### config.mk
export PLATFORM = sky130hd
export DESIGN_NAME = aligned_first_fit_allocator_core
export DESIGN_NICKNAME = d
export VERILOG_FILES = /design/src/hw/rtl/aff_pkg.sv /design/src/hw/rtl/aligned_first_fit_allocator_core.sv /design/src/hw/rtl/aff_table.sv /design/src/hw/rtl/aff_ctrl.sv
export SDC_FILE = /design/constraint.sdc
export NUM_CORES = 1
export LEC_CHECK = 0
export ABC_CLOCK_PERIOD_IN_PS = 11940
export BUFFER_PORTS_ARGS = -buffer_cell sky130_fd_sc_hd__buf_4
export CORE_ASPECT_RATIO = 2
export CORE_MARGIN = 2
export CORE_UTILIZATION = 60
export CTS_BUF_LIST = sky130_fd_sc_hd__clkbuf_8
export CTS_CLUSTER_SIZE = 12
export DETAILED_ROUTE_END_ITERATION = 8
export PLACE_DENSITY = 0.77
export SLEW_MARGIN = 10
export SYNTH_ARGS = -nofsm -noshare
export SYNTH_HDL_FRONTEND = slang
export SYNTH_SLANG_ARGS = --single-unit
### constraint.sdc
create_clock -name clock -period 11.94 [get_ports clock]
set_input_delay 0 -clock clock [delete_from_list [all_inputs] [get_ports clock]]
set_output_delay 0 -clock clock [all_outputs]
set_load 0.05 [all_outputs]
### src/hw/rtl/aff_pkg.sv
// shared constants, codes and types of the aligned first-fit allocator
package aff_pkg;

   localparam int MAX_LIVE_DEF  = 16;
   localparam int ADDR_BITS_DEF = 20;

   localparam int AMOUNT_W = 21;
   localparam int ALIGN_W  = 5;
   localparam int REGION_W = 21;
   localparam int STATUS_W = 2;
   localparam int COUNT_W  = 5;

   localparam logic [REGION_W-1:0] REGION_RESET = 21'd1048576;

   localparam logic CMD_ALLOC = 1'b0;
   localparam logic CMD_FREE  = 1'b1;

   localparam logic [STATUS_W-1:0] ST_DONE     = 2'd0;
   localparam logic [STATUS_W-1:0] ST_NO_SPACE = 2'd1;
   localparam logic [STATUS_W-1:0] ST_FULL     = 2'd2;

   typedef struct packed {
      logic                push;
      logic [STATUS_W-1:0] status;
      logic [COUNT_W-1:0]  removed_count;
   } aff_resp_type;

endpackage

### src/hw/rtl/aligned_first_fit_allocator_core.sv
// top level of the aligned first-fit allocator: config register, result register, sequencer
//
// usage
//   req_* channel: one transaction is an allocate or free command; it is taken when
//   req_valid is high and req_stall low. rsp_* channel returns exactly one result per
//   command, in order, taken when rsp_valid is high and rsp_stall low.
//   csr_* channel: writes region_size; csr_ready is always high, write only while idle.
// operation
//   one command at a time. free: one pass over the extent memory.
//   allocate: slot search over the valid bits, then per candidate one bound check plus
//   a pass through the extent memory; every overlap moves the candidate and costs
//   another pass, so the time grows with the live extents hit.
//   the single read port of the extent memory sets the pace, one entry per cycle.
// reset
//   clears all valid bits and the sequencer, region_size returns to 1048576.
// stalls
//   a result waits in the output register; the next command is still accepted and
//   worked on, and its result waits inside until the output register frees up.
module aligned_first_fit_allocator_core #(
   parameter int MAX_LIVE  = aff_pkg::MAX_LIVE_DEF,
   parameter int ADDR_BITS = aff_pkg::ADDR_BITS_DEF
) (
   input  logic                          clock,
   input  logic                          reset,
   // command channel
   input  logic                          req_valid,
   output logic                          req_stall,
   input  logic                          req_command,
   input  logic [aff_pkg::AMOUNT_W-1:0]  req_amount,
   input  logic [aff_pkg::ALIGN_W-1:0]   req_align_log2,
   input  logic [ADDR_BITS-1:0]          req_free_address,
   // result channel
   output logic                          rsp_valid,
   input  logic                          rsp_stall,
   output logic [ADDR_BITS-1:0]          rsp_address,
   output logic [aff_pkg::STATUS_W-1:0]  rsp_status,
   output logic [aff_pkg::COUNT_W-1:0]   rsp_removed_count,
   // config write channel
   input  logic                          csr_valid,
   output logic                          csr_ready,
   input  logic [aff_pkg::REGION_W-1:0]  csr_region_size
);
   import aff_pkg::*;

   logic [REGION_W-1:0]  region_ff;
   logic                 rsp_valid_ff;
   logic [ADDR_BITS-1:0] rsp_address_ff;
   logic [STATUS_W-1:0]  rsp_status_ff;
   logic [COUNT_W-1:0]   rsp_count_ff;
   logic                 out_free;
   aff_resp_type         resp;
   logic [ADDR_BITS-1:0] resp_address;

   // output register can take a new result when empty or being drained
   assign out_free  = !rsp_valid_ff || !rsp_stall;
   assign csr_ready = 1'b1;

   aff_ctrl #(
      .MAX_LIVE  (MAX_LIVE),
      .ADDR_BITS (ADDR_BITS)
   ) u_ctrl (
      .clock            (clock),
      .reset            (reset),
      .req_valid        (req_valid),
      .req_stall        (req_stall),
      .req_command      (req_command),
      .req_amount       (req_amount),
      .req_align_log2   (req_align_log2),
      .req_free_address (req_free_address),
      .region_size      (region_ff),
      .out_free         (out_free),
      .resp             (resp),
      .resp_address     (resp_address)
   );

   // region size register
   always_ff @(posedge clock) begin
      if (reset) begin
         region_ff <= REGION_RESET;
      end else if (csr_valid && csr_ready) begin
         region_ff <= csr_region_size;
      end
   end

   // result register valid
   always_ff @(posedge clock) begin
      if (reset) begin
         rsp_valid_ff <= 1'b0;
      end else if (resp.push) begin
         rsp_valid_ff <= 1'b1;
      end else if (!rsp_stall) begin
         rsp_valid_ff <= 1'b0;
      end
   end

   // result payload, loaded only when the slot is free so a stalled result holds
   always_ff @(posedge clock) begin
      if (resp.push) begin
         rsp_address_ff <= resp_address;
         rsp_status_ff  <= resp.status;
         rsp_count_ff   <= resp.removed_count;
      end
   end

   assign rsp_valid         = rsp_valid_ff;
   assign rsp_address       = rsp_address_ff;
   assign rsp_status        = rsp_status_ff;
   assign rsp_removed_count = rsp_count_ff;

endmodule

### src/hw/rtl/aff_table.sv
// extent table memory: start and end per entry, one write and one registered read
module aff_table #(
   parameter int DEPTH = aff_pkg::MAX_LIVE_DEF,
   parameter int IDX_W = 4,
   parameter int AW    = aff_pkg::ADDR_BITS_DEF,
   parameter int EW    = 22
) (
   input  logic             clock,
   input  logic             wr_en,
   input  logic [IDX_W-1:0] wr_addr,
   input  logic [AW-1:0]    wr_start,
   input  logic [EW-1:0]    wr_end,
   input  logic             rd_en,
   input  logic [IDX_W-1:0] rd_addr,
   output logic [AW-1:0]    rd_start,
   output logic [EW-1:0]    rd_end
);
   import aff_pkg::*;

   logic [AW+EW-1:0] mem [DEPTH];
   logic [AW+EW-1:0] rd_data_ff;

   always_ff @(posedge clock) begin
      if (wr_en) begin
         mem[wr_addr] <= {wr_start, wr_end};
      end
   end

   always_ff @(posedge clock) begin
      if (rd_en) begin
         rd_data_ff <= mem[rd_addr];
      end
   end

   assign rd_start = rd_data_ff[AW+EW-1:EW];
   assign rd_end   = rd_data_ff[EW-1:0];

endmodule

### src/hw/rtl/aff_ctrl.sv
// command sequencer: slot search, candidate check and table scans over the memory
module aff_ctrl #(
   parameter int MAX_LIVE  = aff_pkg::MAX_LIVE_DEF,
   parameter int ADDR_BITS = aff_pkg::ADDR_BITS_DEF
) (
   input  logic                          clock,
   input  logic                          reset,
   input  logic                          req_valid,
   output logic                          req_stall,
   input  logic                          req_command,
   input  logic [aff_pkg::AMOUNT_W-1:0]  req_amount,
   input  logic [aff_pkg::ALIGN_W-1:0]   req_align_log2,
   input  logic [ADDR_BITS-1:0]          req_free_address,
   input  logic [aff_pkg::REGION_W-1:0]  region_size,
   input  logic                          out_free,
   output aff_pkg::aff_resp_type         resp,
   output logic [ADDR_BITS-1:0]          resp_address
);
   import aff_pkg::*;

   localparam int IDX_W = (MAX_LIVE > 1) ? $clog2(MAX_LIVE) : 1;
   localparam int CNT_W = $clog2(MAX_LIVE + 1);
   localparam int EW    = ((ADDR_BITS > AMOUNT_W) ? ADDR_BITS : AMOUNT_W) + 1;
   localparam int CW    = ((EW > 32) ? EW : 32) + 1;
   localparam logic [IDX_W-1:0] LAST = IDX_W'(MAX_LIVE - 1);
   localparam logic [CW-1:0]    CAP  = CW'(1) << ADDR_BITS;

   localparam logic [2:0] S_IDLE  = 3'd0;
   localparam logic [2:0] S_FIND  = 3'd1;
   localparam logic [2:0] S_CHECK = 3'd2;
   localparam logic [2:0] S_SCAN  = 3'd3;
   localparam logic [2:0] S_DONE  = 3'd4;

   logic [2:0]           state_ff, state_in;
   logic                 cmd_ff, cmd_in;
   logic [AMOUNT_W-1:0]  amount_ff, amount_in;
   logic [CW-1:0]        mask_ff, mask_in;
   logic [CW-1:0]        region_ff, region_in;
   logic [ADDR_BITS-1:0] free_addr_ff, free_addr_in;
   logic [IDX_W-1:0]     slot_ff, slot_in;
   logic [IDX_W-1:0]     idx_ff, idx_in;
   logic                 iss_ff, iss_in;
   logic                 pend_ff, pend_in;
   logic [IDX_W-1:0]     pidx_ff, pidx_in;
   logic                 plast_ff, plast_in;
   logic [CW-1:0]        c_ff, c_in;
   logic [CW-1:0]        c_end_ff, c_end_in;
   logic [CNT_W-1:0]     count_ff, count_in;
   logic [STATUS_W-1:0]  status_ff, status_in;
   logic [ADDR_BITS-1:0] res_addr_ff, res_addr_in;
   logic [MAX_LIVE-1:0]  valid_ff, valid_in;

   logic                 wr_en;
   logic                 rd_en;
   logic [ADDR_BITS-1:0] rd_start;
   logic [EW-1:0]        rd_end;
   logic [CW-1:0]        start_ext;
   logic [CW-1:0]        end_ext;
   logic [CW-1:0]        region_ext;
   logic [CW-1:0]        c_sum;
   logic                 entry_live;
   logic                 hit;
   logic                 match;

   aff_table #(
      .DEPTH (MAX_LIVE),
      .IDX_W (IDX_W),
      .AW    (ADDR_BITS),
      .EW    (EW)
   ) u_table (
      .clock    (clock),
      .wr_en    (wr_en),
      .wr_addr  (slot_ff),
      .wr_start (c_ff[ADDR_BITS-1:0]),
      .wr_end   (c_end_ff[EW-1:0]),
      .rd_en    (rd_en),
      .rd_addr  (idx_ff),
      .rd_start (rd_start),
      .rd_end   (rd_end)
   );

   assign start_ext  = CW'(rd_start);
   assign end_ext    = CW'(rd_end);
   assign region_ext = CW'(region_size);
   assign c_sum      = c_ff + CW'(amount_ff);
   assign entry_live = valid_ff[pidx_ff];
   assign hit        = entry_live && (start_ext < c_end_ff) && (c_ff < end_ext);
   assign match      = entry_live && (rd_start == free_addr_ff);

   assign req_stall          = (state_ff != S_IDLE);
   assign rd_en              = (state_ff == S_SCAN) && iss_ff;
   assign resp.push          = (state_ff == S_DONE) && out_free;
   assign resp.status        = status_ff;
   assign resp.removed_count = COUNT_W'(count_ff);
   assign resp_address       = res_addr_ff;

   always_comb begin
      state_in     = state_ff;
      cmd_in       = cmd_ff;
      amount_in    = amount_ff;
      mask_in      = mask_ff;
      region_in    = region_ff;
      free_addr_in = free_addr_ff;
      slot_in      = slot_ff;
      idx_in       = idx_ff;
      iss_in       = iss_ff;
      pend_in      = 1'b0;
      pidx_in      = pidx_ff;
      plast_in     = plast_ff;
      c_in         = c_ff;
      c_end_in     = c_end_ff;
      count_in     = count_ff;
      status_in    = status_ff;
      res_addr_in  = res_addr_ff;
      valid_in     = valid_ff;
      wr_en        = 1'b0;

      case (state_ff)
         S_IDLE: begin
            if (req_valid) begin
               cmd_in       = req_command;
               amount_in    = req_amount;
               mask_in      = (CW'(1) << req_align_log2) - CW'(1);
               region_in    = (region_ext > CAP) ? CAP : region_ext;
               free_addr_in = req_free_address;
               idx_in       = '0;
               count_in     = '0;
               status_in    = ST_DONE;
               res_addr_in  = '0;
               if (req_command == CMD_FREE) begin
                  iss_in   = 1'b1;
                  state_in = S_SCAN;
               end else begin
                  state_in = S_FIND;
               end
            end
         end
         S_FIND: begin
            // lowest free slot, one valid bit a cycle
            if (!valid_ff[idx_ff]) begin
               slot_in  = idx_ff;
               c_in     = '0;
               state_in = S_CHECK;
            end else if (idx_ff == LAST) begin
               status_in = ST_FULL;
               state_in  = S_DONE;
            end else begin
               idx_in = idx_ff + IDX_W'(1);
            end
         end
         S_CHECK: begin
            if ((c_sum > region_ff) || (c_ff >= CAP)) begin
               status_in = ST_NO_SPACE;
               state_in  = S_DONE;
            end else begin
               c_end_in = c_sum;
               idx_in   = '0;
               iss_in   = 1'b1;
               state_in = S_SCAN;
            end
         end
         S_SCAN: begin
            if (iss_ff) begin
               pend_in  = 1'b1;
               pidx_in  = idx_ff;
               plast_in = (idx_ff == LAST);
               if (idx_ff == LAST) begin
                  iss_in = 1'b0;
               end else begin
                  idx_in = idx_ff + IDX_W'(1);
               end
            end
            if (pend_ff) begin
               if (cmd_ff == CMD_FREE) begin
                  if (match) begin
                     valid_in[pidx_ff] = 1'b0;
                     count_in          = count_ff + CNT_W'(1);
                  end
                  if (plast_ff) begin
                     state_in = S_DONE;
                  end
               end else if (hit) begin
                  // skip past the overlapped entry and start a new pass
                  c_in     = (end_ext + mask_ff) & ~mask_ff;
                  iss_in   = 1'b0;
                  pend_in  = 1'b0;
                  state_in = S_CHECK;
               end else if (plast_ff) begin
                  wr_en             = 1'b1;
                  valid_in[slot_ff] = 1'b1;
                  res_addr_in       = c_ff[ADDR_BITS-1:0];
                  state_in          = S_DONE;
               end
            end
         end
         S_DONE: begin
            if (out_free) begin
               state_in = S_IDLE;
            end
         end
         default: begin
            state_in = S_IDLE;
         end
      endcase
   end

   always_ff @(posedge clock) begin
      if (reset) begin
         state_ff <= S_IDLE;
         valid_ff <= '0;
         iss_ff   <= 1'b0;
         pend_ff  <= 1'b0;
      end else begin
         state_ff <= state_in;
         valid_ff <= valid_in;
         iss_ff   <= iss_in;
         pend_ff  <= pend_in;
      end
   end

   always_ff @(posedge clock) begin
      cmd_ff       <= cmd_in;
      amount_ff    <= amount_in;
      mask_ff      <= mask_in;
      region_ff    <= region_in;
      free_addr_ff <= free_addr_in;
      slot_ff      <= slot_in;
      idx_ff       <= idx_in;
      pidx_ff      <= pidx_in;
      plast_ff     <= plast_in;
      c_ff         <= c_in;
      c_end_ff     <= c_end_in;
      count_ff     <= count_in;
      status_ff    <= status_in;
      res_addr_ff  <= res_addr_in;
   end

endmodule

After elaboration in Yosys (flattened, before gate mapping)
Memory sizes are Yosys's and may differ from the RTL's. A register that Yosys moved wholly into a read port is not among the register bits. Index checks and enable logic that the tools add are counted.

Register bits: 284. RAM bits: 672. Input port bits: 73. Memories kept: 1.

Mux-type cells: 72. Reduce and logical (&&, ||, !) cells: 32. Bitwise gates (word level): 8. Equality and inequality tests: 26. $add $sub $neg: 5. Shift-type cells: 1. $lt $le $gt $ge: 10.

Memory list: u_ctrl.u_table.mem (depth 16, bits a word 42, rd ports 1, clocked after memory_dff 1, wr ports 1, line aff_table.sv:20) `logic [AW+EW-1:0] mem [DEPTH];`.

Operator list (count): $mux W33 (4); $mux W20 (5); $pmux W33 S2 (1); $mux W16 (4); $pmux W20 S2 (1); $add A22 B33 Y33 (1); $add A33 B21 Y33 (1); $and A33 B33 Y33 (1); $ge A33 B21 Y1 const B (1); $gt A33 B33 Y1 (1); $lt A20 B33 Y1 (1); $lt A33 B22 Y1 (1); $not A33 Y33 (1); $shl A1 B5 Y33 const A (1); $sub A33 B2 Y33 const B (1); $mux W3 (9); $mux W1 (25); $reduce_and A5 Y1 (5); $ne A2 B1 Y1 const B (12); $gt A21 B21 Y1 const B (1); $eq A20 B20 Y1 (1); $mux W4 (5); $mux W5 (4); $and A16 B16 Y16 (1); other kinds (32) (66).

Depth between registers and ports, before layout
Gate-level depths: netlist (run 1).

Word-level depth: 10. Gate-level depth with buffers: 22. Depth with buffers taken out: 22.

By module
A second synthesis (run 1) with hierarchy kept.

Cells, all modules: 2371. Area, all modules: 40965.5 sq um.

Modules (own cells, without submodules): aff_table (times used 1, area each 26476.6 sq um, cells each 1092); aff_ctrl (times used 1, area each 12868.6 sq um, cells each 1178); aligned_first_fit_allocator_core (times used 1, area each 1620.3 sq um, cells each 101).

Least setup slack after synthesis (run 1)
No wires, ideal clock.

Path type: flip-flop to flip-flop. From: register u_ctrl.c_ff[0]. To: register u_ctrl.status_ff[0] (enable). Setup time: 0.295 ns. Cell stages (with the launch flop): 22. Period minus slack after synthesis: 5.334 ns. Buffers on the path: 0. Path slack: 6.606 ns. Data arrival time: 5.040 ns. Cell sequence: edfxtp_1 -> ha_1 -> inv_1 -> fa_1 -> nand2b_1 -> a21oi_1 -> o221ai_1 -> a311oi_1 -> a221o_1 -> nand3_1 -> nand2_1 -> a21oi_1 -> xnor2_1 -> ha_1 -> a21oi_1 -> o21ai_0 -> a2111oi_0 -> nand4_1 -> a211oi_1 -> nand3b_1 -> inv_1 -> nor3_1.

Cells in the longest elaborated chain, start to end: 5. Elaborated cells on any way between the ends: 6. Classes of those cells: add/sub (1); order compare (2); eq/ne (1); reduce/logical (2).

RTL lines: from (decl) (line aff_ctrl.sv:46) `logic [CW-1:0] c_ff, c_in;`; from (signal assigned) (line aff_ctrl.sv:231) `c_ff <= c_in;`; $add A33 B21 Y33 (line aff_ctrl.sv:85) `assign c_sum = c_ff + CW'(amount_ff);`; via u_ctrl.c_sum[20] (line aff_ctrl.sv:60) `logic [CW-1:0] c_sum;`; $gt A33 B33 Y1 (line aff_ctrl.sv:152) `if ((c_sum > region_ff) || (c_ff >= CAP)) begin`; $logic_or A1 B1 Y1 (line aff_ctrl.sv:152); $ne A2 B1 Y1 (no line); $reduce_and A5 Y1 (no line); to (signal assigned) (line aff_ctrl.sv:234) `status_ff <= status_in;`; to (decl) (line aff_ctrl.sv:49) `logic [STATUS_W-1:0] status_ff, status_in;`.

The timed path passes the listed nets, and every way through them passes these cells. A chain may end at the register's enable or synchronous reset.

Worst setup path in the final report (run 1)
From: register u_ctrl.c_ff[0]. To: register u_ctrl.c_end_ff[4] (enable).

Cells in the longest elaborated chain, start to end: 5. Elaborated cells on any way between the ends: 6. Classes of those cells: add/sub (1); order compare (2); bitwise (1); reduce/logical (2).

RTL lines: $add A33 B21 Y33 (line aff_ctrl.sv:85); via u_ctrl.c_sum[20] (line aff_ctrl.sv:60); $gt A33 B33 Y1 (line aff_ctrl.sv:152); $logic_or A1 B1 Y1 (line aff_ctrl.sv:152); $not A1 Y1 (no line); $reduce_and A2 Y1 (no line); to (signal assigned) (line aff_ctrl.sv:232) `c_end_ff <= c_end_in;`; to (decl) (line aff_ctrl.sv:47) `logic [CW-1:0] c_end_ff, c_end_in;`.

The timed path passes the listed nets, and every way through them passes these cells.

==> results.tsv, run 1 <==
metric	value	unit
r2r endpoint	u_ctrl.c_end_ff[4]	
Hold Path Class	in -> reg	
Vias	23100	
Iter 0 DRT Violations	2407	
clk slew on worst S/H paths	0.07	ns
Die X	189	µm
Synth async-reset ratio	0	%
largest net degree at the start of global routing	124	
Startpoint Class	flip-flop	
Storage cell area	29200	µm²
number of fill cells	4240	
critical path type	reg -> reg	
vias in the first global route	24000	
footprint of the multi-input gates	11100	µm²
Slowest-stage cell, CP	edfxtp_1	
most frequent cells in the layout	edfxtp_1 (943), mux4_2 (219), dlygate4sd3_1 (181)	
Initial Utilization	60.5	%
reg2reg start	u_ctrl.c_ff[0]	
detailed-route wire length per cell	28.7	µm
Critical Path Most Common Cell	a21oi_1	
GRT Total Usage	30.3	%
Ys Warns	0	
final cell count without fillers	3622	
status	complete, no violations	
Longest Clk Path Bufs	3	
CP Cell Sequence	ha_1, inv_1, fa_1, nand2b_1, a21oi_1, o221ai_1, a311oi_1, buf_4, a221o_1, nand3_1, nand2_1, a21oi_1, xnor2_1, ha_1, a21oi_1, o21ai_0, a2111oi_0, nand4_1, a211oi_1, nand3b_1, inv_1, buf_4	
CTS root buffer	clkbuf_8	
Die H	373	µm
Worst EP required	12.38	ns
CTS-repair resized insts	0	
crit-path leading delay family	compound AO/OA/AOI/OAI gates	
share of layout cells above drive strength 1	21.3	%
Placed Area	42800	µm²
CP max stage delay	0.70	ns
num rows	135	
CTS tree	yes	
syn nets	2444	
# IOs	103	
Cells after Synth	2263	
Crit. End Element	flip-flop	
first-pass detailed-route iteration total	6	
hold endpoint	u_ctrl.mask_ff[15]	
Inst Count DP	3200	
Core Area	67600	µm²
maximum clock frequency	0.157	GHz
Pwr Density	155	nW/µm²
antenna violations before repair	1	
final instance area	47200	µm²
syn avg cell area	18.1	µm²
nets@finish	2808	
ys flop type	edfxtp_1	
Area Overhead vs Synth	15.5	%
Final setup viols	0	
post-synth cell types	79	
Final Util	69.8	%
GPL Wtd Cong	0.955	
Critical Path AT	6.79	ns
Antenna Nets Post-Route	0	
reg2reg setup slack	5.59	ns
port bufs	101	
first-pass GRT wire length	152000	µm
worst min-delay path startpoint	req_align_log2[4]	
Buf/Inv on CP	4	
Final Hold Violating Endpoints	0	
commonest non-fill, non-tap cell in the layout	edfxtp_1	
post-route minimum period	6.35	ns
Clk Latency, worst-skew pair	0.78	ns
unrepaired setup endpoints after global routing	no	
clk_skew	0.0305	ns
htree depth	4	
DR vias/cell	6.37	
Worst Path Max Fanout	21	
area of the die	70300	µm²
synthesized area	40900	µm²
Synth Register Bits	986	
Pins Over Slew Limit	0	
Max VDD drop	0.153	mV
r2r worst-path depth	22	
leakage power	16.1	nW
slew of the pin with the lowest slew margin	1.16	ns
Final TNS setup	0	ns
max_slew headroom	22.9	%
Post-DP HPWL	61500	µm
CTS sink cnt	986	
CTS Buf Count	134	
gr ovfl total	0	
register area share after synthesis	71.4	%
hold path cells	2	
Final Cycle Share	53.2	%
DRC Markers	0	
final WL	104000	µm
max_cap viols	0	
setup bufs post-CTS	0	
number of flops mapped to enable cells by yosys	943	
==> worst register-to-register path, stage by stage (launching register included) <==
cell	delay [ns]
edfxtp_1	0.70
ha_1	0.29
inv_1	0.07
fa_1	0.45
nand2b_1	0.18
a21oi_1	0.24
o221ai_1	0.24
a311oi_1	0.27
buf_4	0.19
a221o_1	0.20
nand3_1	0.09
nand2_1	0.07
a21oi_1	0.07
xnor2_1	0.24
ha_1	0.31
a21oi_1	0.13
o21ai_0	0.13
a2111oi_0	0.39
nand4_1	0.15
a211oi_1	0.47
nand3b_1	0.22
inv_1	0.50
buf_4	0.40
==> flip-flops by register name, summed over array words and instances, names as in the netlist, 5 cells and up <==
register / flops
u_ctrl.region_ff: 21
u_ctrl.u_table.mem: 672
u_ctrl.c_end_ff: 33
u_ctrl.amount_ff: 21
rsp_removed_count: 5
u_ctrl.mask_ff: 33
u_ctrl.count_ff: 5
u_ctrl.valid_ff: 16
u_ctrl.resp_address: 20
u_ctrl.u_table.rd_data_ff: 42
rsp_address: 20
region_ff: 21
u_ctrl.c_ff: 33
u_ctrl.free_addr_ff: 20
==> worst max-delay path by stage <==
stage                         startpoint                   to  slack (ns)  cells past startpoint
after floorplan           u_ctrl.c_ff[0]  u_ctrl.status_ff[0]        6.61                     21
after global placement    u_ctrl.c_ff[0]   u_ctrl.c_end_ff[0]        5.79                     22
after detailed placement  u_ctrl.c_ff[0]   u_ctrl.c_end_ff[4]        5.64                     22
after CTS                 u_ctrl.c_ff[0]   u_ctrl.c_end_ff[4]        5.62                     22
after global routing      u_ctrl.c_ff[0]   u_ctrl.c_end_ff[4]        5.01                     22
final                     u_ctrl.c_ff[0]   u_ctrl.c_end_ff[4]        5.59                     22
==> synth_stat cells, types with 3 or more instances <==
cell type / instances / area, µm²
and3_1: 7 / 43.8
and2_1: 41 / 257
a211oi_1: 8 / 60.1
mux4_2: 219 / 4930
nand2_1: 72 / 270
nand4_1: 13 / 81.3
dfxtp_1: 43 / 861
nor4b_1: 8 / 70.1
or3_1: 8 / 50.1
nand3b_1: 4 / 30.0
xor2_1: 27 / 236
or4_1: 4 / 30.0
o21ai_0: 52 / 260
o21bai_1: 7 / 52.6
o32a_1: 3 / 30.0
a211o_1: 4 / 35.0
mux2i_1: 24 / 240
o21ai_1: 12 / 60.1
nor2b_1: 27 / 169
edfxtp_1: 943 / 28300
or2_2: 7 / 43.8
nor4_1: 19 / 119
nand3_1: 28 / 140
a21o_1: 15 / 113
a21boi_0: 3 / 22.5
clkbuf_1: 61 / 229
o21a_1: 9 / 67.6
a21oi_1: 77 / 385
nor2_1: 106 / 398
a31oi_1: 6 / 37.5
nand2b_1: 27 / 169
o22ai_1: 14 / 87.6
xnor2_1: 41 / 359
o31ai_1: 6 / 45.0
buf_1: 24 / 90.1
o211ai_1: 3 / 22.5
inv_1: 92 / 345
ha_1: 106 / 1330
nor3_1: 40 / 200
nor3b_1: 3 / 22.5
==> metrics by stage <==
step | power [mW] | hold slack, ns | worst slack (ns)
2_1_floorplan | 4.60 | 0.0989 | 6.61
3_3_place_gp | 4.82 | 0.178 | 5.79
3_5_place_dp | 4.84 | 0.179 | 5.64
4_1_cts | 7.37 | 0.0790 | 5.62
5_1_grt | 7.57 | 0.155 | 5.01
6_report | 7.33 | 0.173 | 5.59
==> timing repair <==
item,4_1_cts,5_1_grt
endpoints found under the setup margin,0,0
hold buffers,181,0
endpoints found under the hold margin,184,0
==> cell type report <==
class,instances,area share [%]
Inverter,92,0.740
Clock inverter,97,1.32
Tap cell,890,2.36
Sequential cell,986,61.8
Timing Repair Buffer,318,6.05
Multi-Input combinational cell,1095,23.5
Clock buffer,143,4.17
Antenna cell,1,0.00530
==> power breakdown <==
group          leakage, nW  switching [mW]  total (mW)  internal [mW]
Combinational         5.76           0.453       0.880          0.427
Sequential            8.93          0.0701        3.94           3.87
Clock                 1.41            1.24        2.51           1.26
Total                 16.1            1.77        7.33           5.57
==> routing by layer <==
metal / track usage, % / wire length, µm / up-vias
met5: 0 / 0 / -
met4: 17.7 / 6260 / 0
met1: 35.8 / 35600 / 11700
met3: 4.65 / 7640 / 315
li1: - / - / 9751
met2: 52.5 / 54500 / 1257
==> cell families (layout without fill, tap and decap cells) <==
kind of cell	after synthesis	count (layout)	synth area share (%)
AO/OA/AOI/OAI	242	242	3.72
XOR/XNOR	68	68	1.46
flip-flops	986	986	71.4
multiplexers	245	245	12.7
adder cells (fa/ha/maj)	108	108	3.34
buffers and inverters	182	650	1.73
AND/OR/NAND/NOR	430	430	5.61
other	2	3	0.0184
(Power assumes the default switching activity.)
==> run 2: changes to the inputs <==
ABC_CLOCK_PERIOD_IN_PS = 6200   (was 11940)
clock period = 6.2 ns   (was 11.94 ns; I/O delays follow)
==> results.tsv, run 2 (synthesis gave the netlist of run 1 again) <==
metric	value	unit	change
max_slew headroom	27.6	%	+4.7 points
critical path type	reg -> reg		
Area Overhead vs Synth	15.4	%	about the same
pre-CTS WS	0.474	ns	-5.17 ns
DR vias/cell	6.39		+0.32%
Biggest register	u_ctrl.u_table.mem		
Worst EP required	6.62	ns	-5.76 ns
Final Hold Violating Endpoints	0		unchanged
gr ovfl total	0		unchanged
# IOs	103		unchanged
unrepaired setup endpoints after global routing	no		
Max VDD drop	0.208	mV	+35%
num rows	135		unchanged
slew of the pin with the lowest slew margin	1.09	ns	-0.0707 ns
Final setup viols	0		unchanged
Die X	189	µm	unchanged
nets@finish	2815		+0.25%
commonest non-fill, non-tap cell in the layout	edfxtp_1		
htree depth	4		unchanged
Post-DP HPWL	62900	µm	+2.4%
max_cap viols	0		unchanged
Top Registers	u_ctrl.u_table.mem: 672 flops, u_ctrl.u_table.rd_data_ff: 42 flops		
Slowest-stage cell, CP	a311oi_1		
Clk Latency, worst-skew pair	0.80	ns	+0.02 ns
CTS sink cnt	986		unchanged
CP Cell Sequence	ha_1, inv_1, fa_1, nand2b_1, a21oi_1, o221ai_1, a311oi_1, a221o_1, nand3_1, nand2_1, a21oi_1, xnor2_1, ha_1, a21oi_1, o21ai_0, a2111oi_0, nand4_1, a211oi_2, inv_1, o21a_1, nor3_1		
area of the die	70300	µm²	unchanged
Core Area	67600	µm²	unchanged
crit-path leading delay family	compound AO/OA/AOI/OAI gates		
vias in the first global route	24000		+0.046%
clk_skew	0.0379	ns	+0.00739 ns
Final Cycle Share	91.4	%	+38 points
Pint	10.4	mW	+87%
DR WL met3	7570	µm	-0.84%
Sw Pwr	3.37	mW	+91%
Final Util	69.8	%	about the same
detailed-route wire length per cell	28.5	µm	-0.78%
share of layout cells above drive strength 1	21.3	%	-0.040 points
max FFs per register	672		unchanged
Critical Path AT	6.09	ns	-0.70 ns
port bufs	101		unchanged
Final Power	13.8	mW	+88%
Startpoint Class	flip-flop		
final WL	103000	µm	-1.0%
antenna violations before repair	3		+2
maximum clock frequency	0.176	GHz	+12%
post-route minimum period	5.67	ns	-0.685 ns
CP max stage delay	0.48	ns	-0.22 ns
Iter 0 DRT Violations	2572		+6.9%
first-pass detailed-route iteration total	6		unchanged
Logic pwr share	12.5	%	+0.5 points
setup ws final	0.531	ns	-5.06 ns
Worst Path Max Fanout	4		-81%
clock power share	32.4	%	-1.8 points
status	complete, no violations		
Hold Path Class	in -> reg		
leakage power	16.1	nW	about the same
Final TNS setup	0	ns	unchanged
first-pass GRT wire length	151000	µm	-0.58%
CTS root buffer	clkbuf_8		
Pins Over Slew Limit	0		unchanged
Critical Path Most Common Cell	a21oi_1		
Pwr Density	292	nW/µm²	+88%
Vias	23100		+0.095%
largest net degree at the start of global routing	107		-14%
Buf/Inv on CP	2		-2
Initial Utilization	60.5	%	unchanged
DRC Markers	0		unchanged
Longest Clk Path Bufs	3		unchanged
most frequent cells in the layout	edfxtp_1 (943), mux4_2 (219), dlygate4sd3_1 (180)		
Crit. End Element	flip-flop		
Sw Share	24.4	%	+0.37 points
top layer in use	met4		
GPL Wtd Cong	0.915		-4.2%
CTS tree	yes		
clk slew on worst S/H paths	0.06	ns	about the same
sequential share of power	55.1	%	+1.3 points
Routed met1 length	35400	µm	-0.55%
GRT Total Usage	30.0	%	-0.34 points
CTS Buf Count	131		-2.2%
Antenna Nets Post-Route	0		unchanged
metal2 WL	54400	µm	-0.17%
Die H	373	µm	unchanged
run 2: changes by cell type in the layout (fill, tap and decap cells not counted), moves of 2 or more:
cell        previous run  this run
buf_12                 1        11
buf_16                 0         2
bufinv_16              7         2
clkbuf_8             143       136
clkinv_1              30        20
clkinvlp_4            11         6
inv_1                122       128
inv_8                  0         2
run 2: per-layer routing:
metal | up-vias | track usage (%)
li1 | 9756 | -
met1 | 11700 | 35.6
met2 | 1296 | 52.4
met3 | 338 | 4.35
met4 | 0 | 16.4
met5 | - | 0
run 2: area by class of cell:
class | count | area [µm²]
clock buffers | 136 | 1870
inverters | 92 | 349
diodes | 2 | 5.00
flip-flops and latches | 986 | 29200
well taps | 890 | 1110
repair buffers | 328 | 3090
multi-input cells | 1095 | 11100
clock inverters | 85 | 442
fillers | 4183 | 20400
run 2: final timing paths:
kind | from | endpoint | slack, ns | cells after the start
worst min register to register | u_ctrl.resp_address[19] | rsp_address[19] | 0.42 | 0
worst max-delay path | u_ctrl.c_ff[0] | u_ctrl.idx_ff[2] | 0.53 | 21
worst min-delay path | req_align_log2[4] | u_ctrl.mask_ff[15] | 0.19 | 2
worst max register to register | u_ctrl.c_ff[0] | u_ctrl.idx_ff[2] | 0.53 | 21
run 2: per-stage QoR:
stage	cell area [µm²]	hold slack (ns)	std cells
2_1_floorplan	40900	0.0989	2263
3_3_place_gp	43000	0.181	3209
3_5_place_dp	43000	0.180	3210
4_1_cts	47100	0.122	3611
5_1_grt	47200	0.165	3613
6_report	47200	0.195	3614
run 2: power by group through the flow:
stage	combinational [mW]	sequential, mW	clock (mW)
2_1_floorplan	1.16	7.69	0
3_3_place_gp	1.55	7.73	0
3_5_place_dp	1.60	7.74	0
4_1_cts	1.71	7.59	4.55
5_1_grt	1.85	7.60	4.77
6_report	1.73	7.59	4.47
run 2: timing repair:
action | CTS | global route
buffers inserted | 0 | 0
hold endpoints to repair | 191 | 0
resized for setup | 0 | 1
endpoints found under the setup margin | 0 | 4
hold buffers | 180 | 0
